**config.mk**
```make
export PLATFORM = sky130hd
export DESIGN_NAME = serial_datapoint_poller_core
export DESIGN_NICKNAME = d
export VERILOG_FILES = /design/src/hw/rtl/sdp_pkg.sv /design/src/hw/rtl/sdp_seq.sv /design/src/hw/rtl/sdp_dp.sv /design/src/hw/rtl/serial_datapoint_poller_core.sv
export SDC_FILE = /design/constraint.sdc
export NUM_CORES = 2
export LEC_CHECK = 0
export BUFFER_PORTS_ARGS = -buffer_cell sky130_fd_sc_hd__buf_2
export CORE_MARGIN = 2
export CORE_UTILIZATION = 40
export CTS_BUF_LIST = sky130_fd_sc_hd__clkbuf_4 sky130_fd_sc_hd__clkbuf_8
export DETAILED_ROUTE_END_ITERATION = 12
export SLEW_MARGIN = 20
export SYNTH_ARGS = -nofsm -noshare
export SYNTH_HDL_FRONTEND = slang
export SYNTH_HIERARCHICAL = 1
export SYNTH_SLANG_ARGS = --single-unit
```
**constraint.sdc**
```tcl
create_clock -name clk -period 18.6 [get_ports clk]
set_input_delay 2.79 -clock clk [delete_from_list [all_inputs] [get_ports clk]]
set_output_delay 2.79 -clock clk [all_outputs]
set_load 0.01 [all_outputs]
```
**src/hw/rtl/sdp_pkg.sv**
```systemverilog
package sdp_pkg;

    localparam int unsigned MAX_DEPTH = 16;

    localparam logic [1:0] OP_TICK = 2'd0;
    localparam logic [1:0] OP_BYTE = 2'd1;
    localparam logic [1:0] OP_LOAD = 2'd2;

    localparam logic [1:0] MODE_RAW   = 2'd0;
    localparam logic [1:0] MODE_DIV10 = 2'd1;

    localparam logic [7:0] SYNC_BYTE = 8'h05;
    localparam logic [7:0] ACK_BYTE  = 8'h01;
    localparam logic [7:0] REQ_BYTE  = 8'hF7;

    localparam logic KIND_TX    = 1'b0;
    localparam logic KIND_VALUE = 1'b1;

    localparam logic [1:0] REG_ENTRIES_USED  = 2'd0;
    localparam logic [1:0] REG_IDLE_PAUSE    = 2'd1;
    localparam logic [1:0] REG_REPLY_TIMEOUT = 2'd2;
    localparam logic [1:0] REG_CYCLE_WAIT    = 2'd3;

    localparam logic [4:0]  ENTRIES_USED_RST  = 5'd16;
    localparam logic [15:0] IDLE_PAUSE_RST    = 16'd100;
    localparam logic [15:0] REPLY_TIMEOUT_RST = 16'd2000;
    localparam logic [15:0] CYCLE_WAIT_RST    = 16'd10000;
    localparam logic [15:0] ELAPSED_MAX       = 16'hFFFF;

    localparam logic [31:0] RECIP_TEN   = 32'hCCCCCCCD;
    localparam int unsigned RECIP_SHIFT = 35;

    typedef struct packed {
        logic [1:0]  operation;
        logic [7:0]  rx_byte;
        logic [3:0]  load_index;
        logic [15:0] load_address;
        logic [2:0]  load_length;
        logic [1:0]  load_scale_mode;
    } cmd_item_t;

    typedef struct packed {
        logic        result_kind;
        logic [7:0]  tx_byte;
        logic [3:0]  published_index;
        logic [31:0] published_value;
        logic        last_of_run;
    } rsp_item_t;

    typedef struct packed {
        logic [1:0]  scale_mode;
        logic [2:0]  length;
        logic [15:0] address;
    } entry_t;

    typedef enum logic [3:0] {
        PH_SYNC   = 4'b0001,
        PH_IDLE   = 4'b0010,
        PH_LISTEN = 4'b0100,
        PH_WAIT   = 4'b1000
    } phase_t;

    typedef enum logic [4:0] {
        ACT_NONE        = 5'd0,
        ACT_ACCEPT      = 5'd1,
        ACT_WRITE_ENTRY = 5'd2,
        ACT_EMIT_ACK    = 5'd3,
        ACT_ENTER_IDLE  = 5'd4,
        ACT_GATHER      = 5'd5,
        ACT_STORE       = 5'd6,
        ACT_PTR_INC     = 5'd7,
        ACT_PTR_WRAP    = 5'd8,
        ACT_EMIT_F7     = 5'd9,
        ACT_EMIT_AHI    = 5'd10,
        ACT_EMIT_ALO    = 5'd11,
        ACT_EMIT_LEN    = 5'd12,
        ACT_ELAPSED_INC = 5'd13,
        ACT_TIMEOUT     = 5'd14,
        ACT_PUB_CLEAR   = 5'd15,
        ACT_EMIT_PUB    = 5'd16,
        ACT_PUB_INC     = 5'd17,
        ACT_PHASE_SYNC  = 5'd18
    } act_t;

    typedef enum logic [4:0] {
        C_NEVER              = 5'd0,
        C_ALWAYS             = 5'd1,
        C_NO_INPUT           = 5'd2,
        C_OP_TICK            = 5'd3,
        C_OP_BYTE            = 5'd4,
        C_OP_NOT_LOAD        = 5'd5,
        C_PH_LISTEN          = 5'd6,
        C_NOT_SYNC_BYTE      = 5'd7,
        C_PAUSE_NZ           = 5'd8,
        C_GATH_FULL          = 5'd9,
        C_GATH_NE_LEN        = 5'd10,
        C_LAST_ENTRY         = 5'd11,
        C_PH_IDLE            = 5'd12,
        C_PH_NOT_WAIT        = 5'd13,
        C_ELAPSED_LE_WAIT    = 5'd14,
        C_PUB_LAST           = 5'd15,
        C_ELAPSED_LT_PAUSE   = 5'd16,
        C_ELAPSED_LE_TIMEOUT = 5'd17
    } cond_t;

    typedef struct packed {
        act_t act;
        logic go;
    } ctrl_t;

    typedef struct packed {
        logic no_input;
        logic op_tick;
        logic op_byte;
        logic op_load;
        logic ph_sync;
        logic ph_idle;
        logic ph_listen;
        logic ph_wait;
        logic sync_byte;
        logic pause_nz;
        logic gath_full;
        logic gath_eq_len;
        logic last_entry;
        logic elapsed_lt_pause;
        logic elapsed_le_timeout;
        logic elapsed_le_wait;
        logic pub_last;
        logic out_free;
    } status_t;

endpackage

```
**src/hw/rtl/sdp_seq.sv**
```systemverilog
module sdp_seq (
    input  logic             clk,
    input  logic             rst_n,
    input  sdp_pkg::status_t status,
    output sdp_pkg::ctrl_t   ctrl
);

    localparam int unsigned PC_W = 6;

    localparam logic [PC_W-1:0] S_FETCH    = 6'd0;
    localparam logic [PC_W-1:0] S_DECODE   = 6'd1;
    localparam logic [PC_W-1:0] S_BYTE     = 6'd5;
    localparam logic [PC_W-1:0] S_TAKE     = 6'd10;
    localparam logic [PC_W-1:0] S_REQ      = 6'd16;
    localparam logic [PC_W-1:0] S_WRAP     = 6'd20;
    localparam logic [PC_W-1:0] S_TICK     = 6'd21;
    localparam logic [PC_W-1:0] S_PUB_RD   = 6'd27;
    localparam logic [PC_W-1:0] S_PUB_DONE = 6'd30;
    localparam logic [PC_W-1:0] S_TICK_IDL = 6'd31;
    localparam logic [PC_W-1:0] S_TICK_LSN = 6'd33;
    localparam logic [PC_W-1:0] S_LAST     = 6'd34;

    typedef struct packed {
        sdp_pkg::act_t   act;
        sdp_pkg::cond_t  cond;
        logic [PC_W-1:0] target;
    } uword_t;

    function automatic uword_t rom(input logic [PC_W-1:0] addr);
        uword_t w;
        w = '{sdp_pkg::ACT_NONE, sdp_pkg::C_ALWAYS, S_FETCH};
        case (addr)
            6'd0:  w = '{sdp_pkg::ACT_ACCEPT,      sdp_pkg::C_NO_INPUT,           S_FETCH};
            6'd1:  w = '{sdp_pkg::ACT_NONE,        sdp_pkg::C_OP_TICK,            S_TICK};
            6'd2:  w = '{sdp_pkg::ACT_NONE,        sdp_pkg::C_OP_BYTE,            S_BYTE};
            6'd3:  w = '{sdp_pkg::ACT_NONE,        sdp_pkg::C_OP_NOT_LOAD,        S_FETCH};
            6'd4:  w = '{sdp_pkg::ACT_WRITE_ENTRY, sdp_pkg::C_ALWAYS,             S_FETCH};
            6'd5:  w = '{sdp_pkg::ACT_NONE,        sdp_pkg::C_PH_LISTEN,          S_TAKE};
            6'd6:  w = '{sdp_pkg::ACT_NONE,        sdp_pkg::C_NOT_SYNC_BYTE,      S_FETCH};
            6'd7:  w = '{sdp_pkg::ACT_EMIT_ACK,    sdp_pkg::C_NEVER,              S_FETCH};
            6'd8:  w = '{sdp_pkg::ACT_ENTER_IDLE,  sdp_pkg::C_PAUSE_NZ,           S_FETCH};
            6'd9:  w = '{sdp_pkg::ACT_NONE,        sdp_pkg::C_ALWAYS,             S_REQ};
            6'd10: w = '{sdp_pkg::ACT_NONE,        sdp_pkg::C_GATH_FULL,          S_FETCH};
            6'd11: w = '{sdp_pkg::ACT_GATHER,      sdp_pkg::C_NEVER,              S_FETCH};
            6'd12: w = '{sdp_pkg::ACT_NONE,        sdp_pkg::C_GATH_NE_LEN,        S_FETCH};
            6'd13: w = '{sdp_pkg::ACT_STORE,       sdp_pkg::C_LAST_ENTRY,         S_WRAP};
            6'd14: w = '{sdp_pkg::ACT_PTR_INC,     sdp_pkg::C_NEVER,              S_FETCH};
            6'd15: w = '{sdp_pkg::ACT_ENTER_IDLE,  sdp_pkg::C_PAUSE_NZ,           S_FETCH};
            6'd16: w = '{sdp_pkg::ACT_EMIT_F7,     sdp_pkg::C_NEVER,              S_FETCH};
            6'd17: w = '{sdp_pkg::ACT_EMIT_AHI,    sdp_pkg::C_NEVER,              S_FETCH};
            6'd18: w = '{sdp_pkg::ACT_EMIT_ALO,    sdp_pkg::C_NEVER,              S_FETCH};
            6'd19: w = '{sdp_pkg::ACT_EMIT_LEN,    sdp_pkg::C_ALWAYS,             S_FETCH};
            6'd20: w = '{sdp_pkg::ACT_PTR_WRAP,    sdp_pkg::C_ALWAYS,             S_FETCH};
            6'd21: w = '{sdp_pkg::ACT_ELAPSED_INC, sdp_pkg::C_NEVER,              S_FETCH};
            6'd22: w = '{sdp_pkg::ACT_NONE,        sdp_pkg::C_PH_IDLE,            S_TICK_IDL};
            6'd23: w = '{sdp_pkg::ACT_NONE,        sdp_pkg::C_PH_LISTEN,          S_TICK_LSN};
            6'd24: w = '{sdp_pkg::ACT_NONE,        sdp_pkg::C_PH_NOT_WAIT,        S_FETCH};
            6'd25: w = '{sdp_pkg::ACT_NONE,        sdp_pkg::C_ELAPSED_LE_WAIT,    S_FETCH};
            6'd26: w = '{sdp_pkg::ACT_PUB_CLEAR,   sdp_pkg::C_NEVER,              S_FETCH};
            6'd27: w = '{sdp_pkg::ACT_NONE,        sdp_pkg::C_NEVER,              S_FETCH};
            6'd28: w = '{sdp_pkg::ACT_EMIT_PUB,    sdp_pkg::C_PUB_LAST,           S_PUB_DONE};
            6'd29: w = '{sdp_pkg::ACT_PUB_INC,     sdp_pkg::C_ALWAYS,             S_PUB_RD};
            6'd30: w = '{sdp_pkg::ACT_PHASE_SYNC,  sdp_pkg::C_ALWAYS,             S_FETCH};
            6'd31: w = '{sdp_pkg::ACT_NONE,        sdp_pkg::C_ELAPSED_LT_PAUSE,   S_FETCH};
            6'd32: w = '{sdp_pkg::ACT_NONE,        sdp_pkg::C_ALWAYS,             S_REQ};
            6'd33: w = '{sdp_pkg::ACT_NONE,        sdp_pkg::C_ELAPSED_LE_TIMEOUT, S_FETCH};
            6'd34: w = '{sdp_pkg::ACT_TIMEOUT,     sdp_pkg::C_ALWAYS,             S_FETCH};
            default: w = '{sdp_pkg::ACT_NONE, sdp_pkg::C_ALWAYS, S_FETCH};
        endcase
        return w;
    endfunction

    logic [PC_W-1:0] pc_reg;
    logic [PC_W-1:0] pc_next;
    uword_t          word;
    logic            cond_true;
    logic            is_emit;
    logic            go;

    assign word = rom(pc_reg);

    always_comb
    begin
        case (word.cond)
            sdp_pkg::C_NEVER:              cond_true = 1'b0;
            sdp_pkg::C_ALWAYS:             cond_true = 1'b1;
            sdp_pkg::C_NO_INPUT:           cond_true = status.no_input;
            sdp_pkg::C_OP_TICK:            cond_true = status.op_tick;
            sdp_pkg::C_OP_BYTE:            cond_true = status.op_byte;
            sdp_pkg::C_OP_NOT_LOAD:        cond_true = !status.op_load;
            sdp_pkg::C_PH_LISTEN:          cond_true = status.ph_listen;
            sdp_pkg::C_NOT_SYNC_BYTE:      cond_true = !(status.ph_sync && status.sync_byte);
            sdp_pkg::C_PAUSE_NZ:           cond_true = status.pause_nz;
            sdp_pkg::C_GATH_FULL:          cond_true = status.gath_full;
            sdp_pkg::C_GATH_NE_LEN:        cond_true = !status.gath_eq_len;
            sdp_pkg::C_LAST_ENTRY:         cond_true = status.last_entry;
            sdp_pkg::C_PH_IDLE:            cond_true = status.ph_idle;
            sdp_pkg::C_PH_NOT_WAIT:        cond_true = !status.ph_wait;
            sdp_pkg::C_ELAPSED_LE_WAIT:    cond_true = status.elapsed_le_wait;
            sdp_pkg::C_PUB_LAST:           cond_true = status.pub_last;
            sdp_pkg::C_ELAPSED_LT_PAUSE:   cond_true = status.elapsed_lt_pause;
            sdp_pkg::C_ELAPSED_LE_TIMEOUT: cond_true = status.elapsed_le_timeout;
            default:                       cond_true = 1'b0;
        endcase
    end

    always_comb
    begin
        is_emit = word.act inside {sdp_pkg::ACT_EMIT_ACK, sdp_pkg::ACT_EMIT_F7,
                                   sdp_pkg::ACT_EMIT_AHI, sdp_pkg::ACT_EMIT_ALO,
                                   sdp_pkg::ACT_EMIT_LEN, sdp_pkg::ACT_EMIT_PUB};
        go = !(is_emit && !status.out_free);
        if (!go)
        begin
            pc_next = pc_reg;
        end
        else if (cond_true)
        begin
            pc_next = word.target;
        end
        else
        begin
            pc_next = pc_reg + 6'd1;
        end
    end

    assign ctrl.act = word.act;
    assign ctrl.go  = go;

    always_ff @(posedge clk or negedge rst_n)
    begin
        if (!rst_n)
        begin
            pc_reg <= S_FETCH;
        end
        else
        begin
            pc_reg <= pc_next;
        end
    end

    a_fetch_advances: assert property (@(posedge clk) disable iff (!rst_n)
        (pc_reg == S_FETCH && !status.no_input) |=> (pc_reg == S_DECODE))
        else $error("fetch did not advance after an accepted item");

    a_blocked_holds: assert property (@(posedge clk) disable iff (!rst_n)
        !go |=> (pc_reg == $past(pc_reg)))
        else $error("step counter moved while an emit step was blocked");

    a_pc_in_program: assert property (@(posedge clk) disable iff (!rst_n)
        pc_reg <= S_LAST)
        else $error("step counter left the program");

endmodule

```
**src/hw/rtl/sdp_dp.sv**
```systemverilog
module sdp_dp #(
    parameter int unsigned TABLE_DEPTH = 16
) (
    input  logic               clk,
    input  logic               rst_n,
    input  logic               cfg_we,
    input  logic [1:0]         cfg_index,
    input  logic [15:0]        cfg_data,
    input  logic               cmd_valid,
    output logic               cmd_stall,
    input  sdp_pkg::cmd_item_t cmd_item,
    output logic               rsp_valid,
    input  logic               rsp_stall,
    output sdp_pkg::rsp_item_t rsp_item,
    input  sdp_pkg::ctrl_t     ctrl,
    output sdp_pkg::status_t   status
);

    localparam int unsigned USABLE = (TABLE_DEPTH < sdp_pkg::MAX_DEPTH) ? TABLE_DEPTH
                                                                         : sdp_pkg::MAX_DEPTH;
    localparam int unsigned IDX_W = (USABLE > 1) ? $clog2(USABLE) : 1;
    localparam logic [4:0] USABLE_CNT = 5'(USABLE);

    logic [4:0]          entries_used_reg, entries_used_next;
    logic [15:0]         idle_pause_reg, idle_pause_next;
    logic [15:0]         reply_timeout_reg, reply_timeout_next;
    logic [15:0]         cycle_wait_reg, cycle_wait_next;

    sdp_pkg::phase_t     phase_reg, phase_next;
    logic [3:0]          ptr_reg, ptr_next;
    logic [2:0]          gath_reg, gath_next;
    logic [31:0]         asm_reg, asm_next;
    logic [15:0]         elapsed_reg, elapsed_next;
    logic [3:0]          pub_cnt_reg, pub_cnt_next;
    logic                rsp_valid_reg, rsp_valid_next;
    logic [USABLE-1:0]   value_ok_reg;

    sdp_pkg::cmd_item_t  item_reg, item_next;
    sdp_pkg::rsp_item_t  rsp_reg, rsp_next;
    sdp_pkg::rsp_item_t  emit_item;
    logic                emit;
    sdp_pkg::entry_t     entry_mem [USABLE];
    sdp_pkg::entry_t     entry_rd_reg;
    sdp_pkg::entry_t     entry_new;
    logic [31:0]         value_mem [USABLE];
    logic [31:0]         value_rd_reg;
    logic [63:0]         prod_reg;
    logic [31:0]         quotient;
    logic [31:0]         store_data;
    logic                load_we;
    logic                store_we;
    logic [4:0]          used;

    always_comb
    begin
        if (entries_used_reg == 5'd0)
        begin
            used = 5'd1;
        end
        else if (entries_used_reg > USABLE_CNT)
        begin
            used = USABLE_CNT;
        end
        else
        begin
            used = entries_used_reg;
        end
    end

    assign quotient  = 32'(prod_reg[63:sdp_pkg::RECIP_SHIFT]);
    assign entry_new = '{scale_mode: item_reg.load_scale_mode,
                         length:     item_reg.load_length,
                         address:    item_reg.load_address};
    assign load_we   = ctrl.go && (ctrl.act == sdp_pkg::ACT_WRITE_ENTRY)
                       && ({1'b0, item_reg.load_index} < USABLE_CNT);
    assign store_we  = ctrl.go && (ctrl.act == sdp_pkg::ACT_STORE)
                       && ((entry_rd_reg.scale_mode == sdp_pkg::MODE_RAW)
                           || (entry_rd_reg.scale_mode == sdp_pkg::MODE_DIV10));
    assign store_data = (entry_rd_reg.scale_mode == sdp_pkg::MODE_RAW) ? asm_reg : quotient;

    always_comb
    begin
        entries_used_next  = entries_used_reg;
        idle_pause_next    = idle_pause_reg;
        reply_timeout_next = reply_timeout_reg;
        cycle_wait_next    = cycle_wait_reg;
        if (cfg_we)
        begin
            case (cfg_index)
                sdp_pkg::REG_ENTRIES_USED:  entries_used_next  = cfg_data[4:0];
                sdp_pkg::REG_IDLE_PAUSE:    idle_pause_next    = cfg_data;
                sdp_pkg::REG_REPLY_TIMEOUT: reply_timeout_next = cfg_data;
                sdp_pkg::REG_CYCLE_WAIT:    cycle_wait_next    = cfg_data;
                default: ;
            endcase
        end
    end

    always_comb
    begin
        phase_next   = phase_reg;
        ptr_next     = ptr_reg;
        gath_next    = gath_reg;
        asm_next     = asm_reg;
        elapsed_next = elapsed_reg;
        pub_cnt_next = pub_cnt_reg;
        item_next    = item_reg;
        emit         = 1'b0;
        emit_item    = '0;
        if (ctrl.go)
        begin
            case (ctrl.act)
                sdp_pkg::ACT_ACCEPT:
                begin
                    if (cmd_valid)
                    begin
                        item_next = cmd_item;
                    end
                end
                sdp_pkg::ACT_EMIT_ACK:
                begin
                    emit                  = 1'b1;
                    emit_item.tx_byte     = sdp_pkg::ACK_BYTE;
                    emit_item.last_of_run = (idle_pause_reg != 16'd0);
                end
                sdp_pkg::ACT_ENTER_IDLE:
                begin
                    elapsed_next = '0;
                    phase_next   = sdp_pkg::PH_IDLE;
                end
                sdp_pkg::ACT_GATHER:
                begin
                    asm_next  = asm_reg | (32'(item_reg.rx_byte) << {gath_reg[1:0], 3'b000});
                    gath_next = gath_reg + 3'd1;
                end
                sdp_pkg::ACT_PTR_INC:
                begin
                    ptr_next = ptr_reg + 4'd1;
                end
                sdp_pkg::ACT_PTR_WRAP:
                begin
                    ptr_next   = '0;
                    phase_next = sdp_pkg::PH_WAIT;
                end
                sdp_pkg::ACT_EMIT_F7:
                begin
                    emit              = 1'b1;
                    emit_item.tx_byte = sdp_pkg::REQ_BYTE;
                end
                sdp_pkg::ACT_EMIT_AHI:
                begin
                    emit              = 1'b1;
                    emit_item.tx_byte = entry_rd_reg.address[15:8];
                end
                sdp_pkg::ACT_EMIT_ALO:
                begin
                    emit              = 1'b1;
                    emit_item.tx_byte = entry_rd_reg.address[7:0];
                end
                sdp_pkg::ACT_EMIT_LEN:
                begin
                    emit                  = 1'b1;
                    emit_item.tx_byte     = {5'd0, entry_rd_reg.length};
                    emit_item.last_of_run = 1'b1;
                    gath_next             = '0;
                    asm_next              = '0;
                    phase_next            = sdp_pkg::PH_LISTEN;
                end
                sdp_pkg::ACT_ELAPSED_INC:
                begin
                    if (elapsed_reg != sdp_pkg::ELAPSED_MAX)
                    begin
                        elapsed_next = elapsed_reg + 16'd1;
                    end
                end
                sdp_pkg::ACT_TIMEOUT:
                begin
                    gath_next    = '0;
                    asm_next     = '0;
                    elapsed_next = '0;
                    phase_next   = sdp_pkg::PH_SYNC;
                end
                sdp_pkg::ACT_PUB_CLEAR:
                begin
                    pub_cnt_next = '0;
                end
                sdp_pkg::ACT_EMIT_PUB:
                begin
                    emit                      = 1'b1;
                    emit_item.result_kind     = sdp_pkg::KIND_VALUE;
                    emit_item.published_index = pub_cnt_reg;
                    emit_item.published_value = value_rd_reg;
                    emit_item.last_of_run     = status.pub_last;
                end
                sdp_pkg::ACT_PUB_INC:
                begin
                    pub_cnt_next = pub_cnt_reg + 4'd1;
                end
                sdp_pkg::ACT_PHASE_SYNC:
                begin
                    phase_next = sdp_pkg::PH_SYNC;
                end
                default: ;
            endcase
        end
    end

    always_comb
    begin
        rsp_next       = rsp_reg;
        rsp_valid_next = rsp_valid_reg;
        if (emit)
        begin
            rsp_next       = emit_item;
            rsp_valid_next = 1'b1;
        end
        else if (!rsp_stall)
        begin
            rsp_valid_next = 1'b0;
        end
    end

    always_ff @(posedge clk or negedge rst_n)
    begin
        if (!rst_n)
        begin
            entries_used_reg  <= sdp_pkg::ENTRIES_USED_RST;
            idle_pause_reg    <= sdp_pkg::IDLE_PAUSE_RST;
            reply_timeout_reg <= sdp_pkg::REPLY_TIMEOUT_RST;
            cycle_wait_reg    <= sdp_pkg::CYCLE_WAIT_RST;
            phase_reg         <= sdp_pkg::PH_SYNC;
            ptr_reg           <= '0;
            gath_reg          <= '0;
            asm_reg           <= '0;
            elapsed_reg       <= '0;
            pub_cnt_reg       <= '0;
            rsp_valid_reg     <= 1'b0;
            value_ok_reg      <= '0;
        end
        else
        begin
            entries_used_reg  <= entries_used_next;
            idle_pause_reg    <= idle_pause_next;
            reply_timeout_reg <= reply_timeout_next;
            cycle_wait_reg    <= cycle_wait_next;
            phase_reg         <= phase_next;
            ptr_reg           <= ptr_next;
            gath_reg          <= gath_next;
            asm_reg           <= asm_next;
            elapsed_reg       <= elapsed_next;
            pub_cnt_reg       <= pub_cnt_next;
            rsp_valid_reg     <= rsp_valid_next;
            if (store_we)
            begin
                value_ok_reg[ptr_reg[IDX_W-1:0]] <= 1'b1;
            end
        end
    end

    always_ff @(posedge clk)
    begin
        item_reg <= item_next;
        rsp_reg  <= rsp_next;
        prod_reg <= {32'd0, asm_reg} * {32'd0, sdp_pkg::RECIP_TEN};
    end

    always_ff @(posedge clk)
    begin
        if (load_we)
        begin
            entry_mem[item_reg.load_index[IDX_W-1:0]] <= entry_new;
        end
        entry_rd_reg <= entry_mem[ptr_reg[IDX_W-1:0]];
    end

    always_ff @(posedge clk)
    begin
        if (store_we)
        begin
            value_mem[ptr_reg[IDX_W-1:0]] <= store_data;
        end
        value_rd_reg <= value_ok_reg[pub_cnt_reg[IDX_W-1:0]]
                        ? value_mem[pub_cnt_reg[IDX_W-1:0]] : 32'd0;
    end

    assign cmd_stall = (ctrl.act != sdp_pkg::ACT_ACCEPT);
    assign rsp_valid = rsp_valid_reg;
    assign rsp_item  = rsp_reg;

    assign status.no_input           = !cmd_valid;
    assign status.op_tick            = (item_reg.operation == sdp_pkg::OP_TICK);
    assign status.op_byte            = (item_reg.operation == sdp_pkg::OP_BYTE);
    assign status.op_load            = (item_reg.operation == sdp_pkg::OP_LOAD);
    assign status.ph_sync            = (phase_reg == sdp_pkg::PH_SYNC);
    assign status.ph_idle            = (phase_reg == sdp_pkg::PH_IDLE);
    assign status.ph_listen          = (phase_reg == sdp_pkg::PH_LISTEN);
    assign status.ph_wait            = (phase_reg == sdp_pkg::PH_WAIT);
    assign status.sync_byte          = (item_reg.rx_byte == sdp_pkg::SYNC_BYTE);
    assign status.pause_nz           = (idle_pause_reg != 16'd0);
    assign status.gath_full          = (gath_reg >= 3'd4);
    assign status.gath_eq_len        = (gath_reg == entry_rd_reg.length);
    assign status.last_entry         = (({1'b0, ptr_reg} + 5'd1) >= used);
    assign status.elapsed_lt_pause   = (elapsed_reg < idle_pause_reg);
    assign status.elapsed_le_timeout = (elapsed_reg <= reply_timeout_reg);
    assign status.elapsed_le_wait    = (elapsed_reg <= cycle_wait_reg);
    assign status.pub_last           = ({1'b0, pub_cnt_reg} == (used - 5'd1));
    assign status.out_free           = !rsp_valid_reg || !rsp_stall;

    a_emit_into_free: assert property (@(posedge clk) disable iff (!rst_n)
        emit |-> (!rsp_valid_reg || !rsp_stall))
        else $error("result loaded over a waiting item");

    a_gath_bound: assert property (@(posedge clk) disable iff (!rst_n)
        gath_reg <= 3'd4)
        else $error("reply byte count past four");

    a_tx_fields_clear: assert property (@(posedge clk) disable iff (!rst_n)
        (rsp_valid_reg && (rsp_reg.result_kind == sdp_pkg::KIND_TX))
        |-> (rsp_reg.published_value == 32'd0 && rsp_reg.published_index == 4'd0))
        else $error("transmit item carries value fields");

endmodule

```
**src/hw/rtl/serial_datapoint_poller_core.sv**
```systemverilog
// Channel  Signals                          Direction  Moves
// cmd      cmd_valid, cmd_stall, cmd_item   in         tick, rx byte or table load item
// rsp      rsp_valid, rsp_stall, rsp_item   out        tx byte or published value item
// cfg      cfg_we, cfg_index, cfg_data      in         register write, no read-back
//
// A step counter walks a control ROM one step a cycle, holding on a blocked emit step.
// A request burst costs 4 emit steps; a publish emits one value item per used entry.
// The output register frees the sequencer unless it must emit while rsp_stall holds a waiting item.
// Reset: sync phase, registers at defaults, stored values read zero through valid bits.
// cmd_stall is low only on the fetch step.
module serial_datapoint_poller_core #(
    parameter int unsigned TABLE_DEPTH = 16
) (
    input  logic               clk,
    input  logic               rst_n,
    input  logic               cfg_we,
    input  logic [1:0]         cfg_index,
    input  logic [15:0]        cfg_data,
    input  logic               cmd_valid,
    output logic               cmd_stall,
    input  sdp_pkg::cmd_item_t cmd_item,
    output logic               rsp_valid,
    input  logic               rsp_stall,
    output sdp_pkg::rsp_item_t rsp_item
);

    sdp_pkg::ctrl_t   ctrl;
    sdp_pkg::status_t status;

    sdp_seq u_seq (
        .clk    (clk),
        .rst_n  (rst_n),
        .status (status),
        .ctrl   (ctrl)
    );

    sdp_dp #(
        .TABLE_DEPTH (TABLE_DEPTH)
    ) u_dp (
        .clk       (clk),
        .rst_n     (rst_n),
        .cfg_we    (cfg_we),
        .cfg_index (cfg_index),
        .cfg_data  (cfg_data),
        .cmd_valid (cmd_valid),
        .cmd_stall (cmd_stall),
        .cmd_item  (cmd_item),
        .rsp_valid (rsp_valid),
        .rsp_stall (rsp_stall),
        .rsp_item  (rsp_item),
        .ctrl      (ctrl),
        .status    (status)
    );

endmodule

```
# Word level (Yosys, flattened, before mapping)
# Memories as Yosys holds them, arrays and structs flattened. A register that Yosys moved wholly into a read port is not among the register bits.
# Index checks and enable logic that the tools add are counted.
word_totals:
  register_bits: 284
  ram_bits: 848
  romBits: 1024
  input_bits: 58
  output_inout_bits: 48
  wordCells: 173
  n_memories: 3
mem_list:
  columns: ["memory", "depth", "word_bits", "rd", "rd_clocked_by_memory_dff", "wr", "line_no", "text"]
  rows:
  - ["(name not given)", 64, 16, 1, 0, 0, "sdp_seq.sv:32", "case (addr)"]
  - ["u_dp.value_mem", 16, 32, 1, 1, 1, "sdp_dp.sv:45", "logic [31:0] value_mem [USABLE];"]
  - ["u_dp.entry_mem", 16, 21, 1, 1, 1, "sdp_dp.sv:42", "sdp_pkg::entry_t entry_mem [USABLE];"]
op_classes:
  addsub: 7
  multipliers: 1
  magnitude_cmp: 9
  n_eq_ne: 52
  shift: 1
  muxes: 27
  bitwise: 4
  reduce_logical: 44
ops:
  columns: ["cell", "count"]
  rows:
  - ["$eq A5 B4 Y1 const B", 16]
  - ["$mul A32 B32 Y64 const B", 1]
  - ["$pmux W32 S2", 1]
  - ["$eq A5 B3 Y1 const B", 8]
  - ["$pmux W8 S5", 1]
  - ["$le A16 B16 Y1", 2]
  - ["$mux W32", 1]
  - ["$or A32 B32 Y32", 1]
  - ["$pmux W16 S2", 1]
  - ["$shl A8 B5 Y32", 1]
  - ["$eq A5 B5 Y1 const B", 5]
  - ["$eq A5 B2 Y1 const B", 4]
  - ["$pmux W1 S17", 1]
  - ["$add A16 B1 Y16 const B", 1]
  - ["$lt A16 B16 Y1", 1]
  - ["$mux W16", 1]
  - ["$ne A16 B16 Y1 const B", 1]
  - ["$or A16 B16 Y16", 1]
  - ["$pmux W4 S2", 2]
  - ["$pmux W4 S4", 1]
  - ["$reduce_and A2 Y1", 8]
  - ["$reduce_bool A16 Y1", 1]
  - ["$mux W1", 11]
  - ["$eq A5 B1 Y1 const B", 2]
  - ["other kinds (39)", 72]

# Longest topological paths before layout
depth:
  ltp_word: 9
  depth_mapped: 25
  mapped_depth_nobuf: 25

# Hierarchy
# Netlist, hierarchy kept.
by_module_without_submodules:
  columns: ["module", "instances", "cells_each", "area_each_um2", "seq_area_each_um2"]
  rows:
  - ["sdp_dp", 1, 3984, 61192.4, 32886.5]
  - ["sdp_seq", 1, 187, 1343.8, 150.1]

# Worst setup path before layout
# Ideal clock, no wire load.
synth_timing:
  path_type: "input -> register"
  from: "input rsp_stall"
  to: "memory u_dp.value_mem[3][0], enable pin"
  t_arrival_ps: 6662
  required_ps: 18138
  setup_slack_ps: 11475
  stages: 11
  cell_sequence: "nand2_1 or3_1 o32a_1 clkbuf_1 buf_4 inv_1 nor2_1 nand2_1 nor3_1 nand2_1 nor3_1"
synth_between:
  elab_chain_cells: 9
synth_lines:
  columns: ["element", "line_no", "text"]
  rows:
  - ["start: declaration", "serial_datapoint_poller_core.sv:23", "input logic rsp_stall,"]
  - ["$logic_not A1 Y1", null, null]
  - ["$logic_or A1 B1 Y1", "sdp_dp.sv:307", "assign status.out_free = !rsp_valid_reg || !rsp_stall;"]
  - ["$logic_not A1 Y1", "sdp_seq.sv:112", "go = !(is_emit && !status.out_free);"]
  - ["$logic_and A1 B1 Y1", "sdp_seq.sv:112", null]
  - ["$logic_not A1 Y1", "sdp_seq.sv:112", null]
  - ["named net u_seq.go", "sdp_seq.sv:78", "logic go;"]
  - ["$logic_and A1 B1 Y1", "sdp_dp.sv:76", "assign store_we = ctrl.go && (ctrl.act == sdp_pkg::ACT_STORE)"]
  - ["$logic_and A1 B1 Y1", "sdp_dp.sv:77", "&& ((entry_rd_reg.scale_mode == sdp_pkg::MODE_RAW)"]
  - ["$mux W1", "sdp_dp.sv:278", "if (store_we)"]
  - ["$mux W1 (implied by the code)", "sdp_dp.sv:280", "value_mem[ptr_reg[IDX_W-1:0]] <= store_data;"]
  - ["end: declaration", "sdp_dp.sv:45", null]
# The timed path passes the listed nets, and every way through them passes these cells.

# Worst setup path after layout
layout_timing:
  from: "register u_dp.asm_reg[9]"
  to: "register u_dp.prod_reg[38]"
layout_between:
  elab_chain_cells: 1
layout_lines:
  columns: ["element", "line_no", "text"]
  rows:
  - ["start: declaration", "sdp_dp.sv:32", "logic [31:0] asm_reg, asm_next;"]
  - ["start signal: assignment", "sdp_dp.sv:249", "asm_reg <= asm_next;"]
  - ["$mul A32 B32 Y64", "sdp_dp.sv:264", "prod_reg <= {32'd0, asm_reg} * {32'd0, sdp_pkg::RECIP_TEN};"]
  - ["end signal: assignment", "sdp_dp.sv:264", null]
  - ["end: declaration", "sdp_dp.sv:47", "logic [63:0] prod_reg;"]
# No other way between the ends.
# A chain may end at the register's enable or synchronous reset.

==> flow_summary.json <==
{
  "outcome": "completed",
  "port_buffers": 105,
  "syn2layout_area_growth_pct": 11.4,
  "fin_nets": 5246,
  "synth_edf_count": 929,
  "grt_max_degree": 108,
  "crit_fanout": 8,
  "globalRouteOverflowTotal": 0,
  "start_util": 0.402,
  "wl_per_cell_um": 25.2,
  "cts_resized": 0,
  "fin_tns_setup_ns": 0,
  "grt_use_total": 0.212,
  "die_w_um": 399,
  "start_kind": "register",
  "cts_setup_buffers": 0,
  "min_path_type": "register to register",
  "worstSkewPairLatency_ns": 0.91,
  "row_count": 145,
  "grt_pass1_vias": 36741,
  "drv_slew": 0,
  "ys_warn_count": 6,
  "ioPinCount": 106,
  "hpwl_um": 115000,
  "yosysSeqAreaShare": 0.528,
  "hold_violations": 0,
  "crit_family": "adder cells",
  "syn-num-nets": 5029,
  "largest_reg_flops": 512,
  "synth_area_per_cell_um2": 15.0,
  "setup-violations-final": 0,
  "yosys_most_used_dff": "edfxtp_1",
  "arrival_ns": 8.71,
  "drtAntennaViolNets": 0,
  "cp.required_ns": 19.33,
  "async_reset_ff_frac": 0.121,
  "drc": 0,
  "cp_slowest_cell": "ha_1",
  "syn-instance-count": 4171,
  "syn_area_um2": 62500,
  "core_um2": 156000,
  "cts.sinks": 1150,
  "numCtsBuffers": 183,
  "yosys_register_bits": 1150,
  "ctsHtreeMaxLevel": 4,
  "period_minus_slack_ns": 7.98,
  "grt_setup_unrepaired": "no",
  "dr.pass1.iters": 6,
  "ys_types": 88,
  "die_h_um": 399,
  "fmax_ghz": 0.125,
  "skew_ns": 0.0584,
  "grt_pass1_wl_um": 246000,
  "worst_slew_pin_slew_ns": 1.17,
  "vias": 35206,
  "period_share": 0.429,
  "drive_gt1_frac": 0.210,
  "crit_chain": "ha_1 > xor2_1 > ha_1 > a21o_1 > fa_1 > inv_1 > fa_1 > inv_1 > fa_1 > fa_1 > fa_1 > fa_1 > ha_1 > nand3_1 > nor3_2 > o2111ai_1 > a31oi_1 > nor4_1 > o311ai_0 > buf_4 > xor2_1",
  "ctsHoldBuffers": 0,
  "antenna_found_initial": 10,
  "drt_wl_total_um": 167000,
  "path_common_cell": "fa_1",
  "viasPerCell": 5.33,
  "max-cap-violations": 0,
  "critical_path_class": "register to register",
  "clk_path_buf_depth": 3,
  "initialDrtViolationCount": 2742,
  "cts.clk_slew.worst_paths_ns": 0.06,
  "cp.buffers_inverters": 3,
  "root_buffer": "clkbuf_8",
  "reg2reg_slack_ns": 10.62,
  "end_kind": "register",
  "cts_tree": "built",
  "relSlewSlack": 0.213,
  "fill_cells": 13871,
  "gp_congestion": 0.960,
  "critPathMaxStageDelay_ns": 0.66,
  "design.die.area_um2": 160000
}
[layer usage]
| metal | share of wire | global-route usage | vias up | routed length (um) |
|---|---|---|---|---|
| li1 | - | - | 15462 | - |
| met1 | 0.44 | 0.297 | 18432 | 73400 |
| met2 | 0.48 | 0.341 | 1079 | 79700 |
| met3 | 0.057 | 0.0351 | 231 | 9450 |
| met4 | 0.025 | 0.0614 | 2 | 4100 |
| met5 | 0.000078 | 0 | - | 13 |
[through the flow]
step	instances	worst slack, ns	util	area (um2)	hold WS (ns)
5_1_grt	6604	10.46	0.448	69700	0.477
4_1_cts	6602	10.65	0.448	69700	0.461
3_5_place_dp	6261	10.72	0.423	65800	0.447
3_3_place_gp	6261	10.60	0.423	65800	0.445
2_1_floorplan	4171	11.48	-	62500	0.434
6_report	6607	10.62	0.448	69700	0.462
[final cells by class]
cell class	count	area [um2]	share of cell area
flip-flops and latches	1150	33100	0.474
repair buffers	163	980	0.0141
well taps	2058	2570	0.0369
clock buffers	284	3410	0.0489
clock inverters	57	482	0.00691
multi-input cells	2266	26800	0.385
diodes	5	12.5	0.000180
inverters	624	2340	0.0336
[cell usage after synthesis (8+ instances only)]
cell        n  area, um2
nor2_1    122        458
edfxtp_1  929      27900
nand2_1   134        503
dfstp_2    16        420
nand2b_1   27        169
nor3_1     42        210
a211oi_1    8       60.1
buf_1      19       71.3
nor4_1     10       62.6
o21bai_1   12       90.1
a21o_1     54        405
mux2_2     89       1000
nand3_1    40        200
xor2_1     53        464
clkbuf_1   88        330
and2_1     48        300
a21oi_1   142        711
inv_1     624       2340
or2_2      24        150
mux4_2    263       5920
xnor2_1    43        377
o21ai_0    80        400
buf_2      17       85.1
ha_1      413       5170
or3_1      13       81.3
a31oi_1    12       75.1
and3_1     16        100
dfrtp_1   123       3080
fa_1      387       7750
o22ai_1     8       50.1
dfxtp_1    82       1640
nand4_1    20        125
o21a_1     12       90.1
mux2i_1    20        200
nor2b_1    53        332
[logic make-up after synthesis]
kind of cell | after synthesis | synth area share
compound gates | 412 | 0.0432
flops | 1150 | 0.528
fa+ha+maj | 800 | 0.207
buf+inv | 755 | 0.0462
xor+xnor | 96 | 0.0134
mux | 372 | 0.114
simple gates | 586 | 0.0484
[layout by cell type (no fill, tap or decap), types with 18 or more instances in the layout]
cell | Yosys | final
nand3_1 | 40 | 40
buf_2 | 17 | 104
mux2i_1 | 20 | 20
a21o_1 | 54 | 54
clkbuf_4 | 0 | 80
nor3_2 | 5 | 20
o21ai_0 | 80 | 79
nand2_1 | 134 | 133
mux4_2 | 263 | 263
nor3_1 | 42 | 27
a21oi_1 | 142 | 142
inv_1 | 624 | 624
mux2_2 | 89 | 89
nand2b_1 | 27 | 27
nand4_1 | 20 | 20
xor2_1 | 53 | 53
dfxtp_1 | 82 | 82
edfxtp_1 | 929 | 929
dfrtp_1 | 123 | 115
and2_1 | 48 | 48
nor2_1 | 122 | 97
xnor2_1 | 43 | 43
clkinv_1 | 0 | 22
clkinv_2 | 0 | 18
nor2b_1 | 53 | 53
buf_4 | 5 | 57
fa_1 | 387 | 387
clkbuf_8 | 0 | 204
ha_1 | 413 | 413
or2_2 | 24 | 24
[worst paths after layout]
check | start | endpoint | depth (start not counted)
worst min-delay path | u_dp/value_ok_reg[10] | u_dp/value_ok_reg[10] | 1
max in group asynchronous | rst_n | u_dp/ptr_reg[1] | 2
worst min register to register | u_dp/value_ok_reg[10] | u_dp/value_ok_reg[10] | 1
worst max-delay path | u_dp/asm_reg[9] | u_dp/prod_reg[38] | 21
min in group asynchronous | rst_n | u_dp/cycle_wait_reg[11] | 1
worst max register to register | u_dp/asm_reg[9] | u_dp/prod_reg[38] | 21
Power is left out: the tool's default activity adds up to more than one toggle a clock period on the data nets, which glitch-free logic cannot reach.
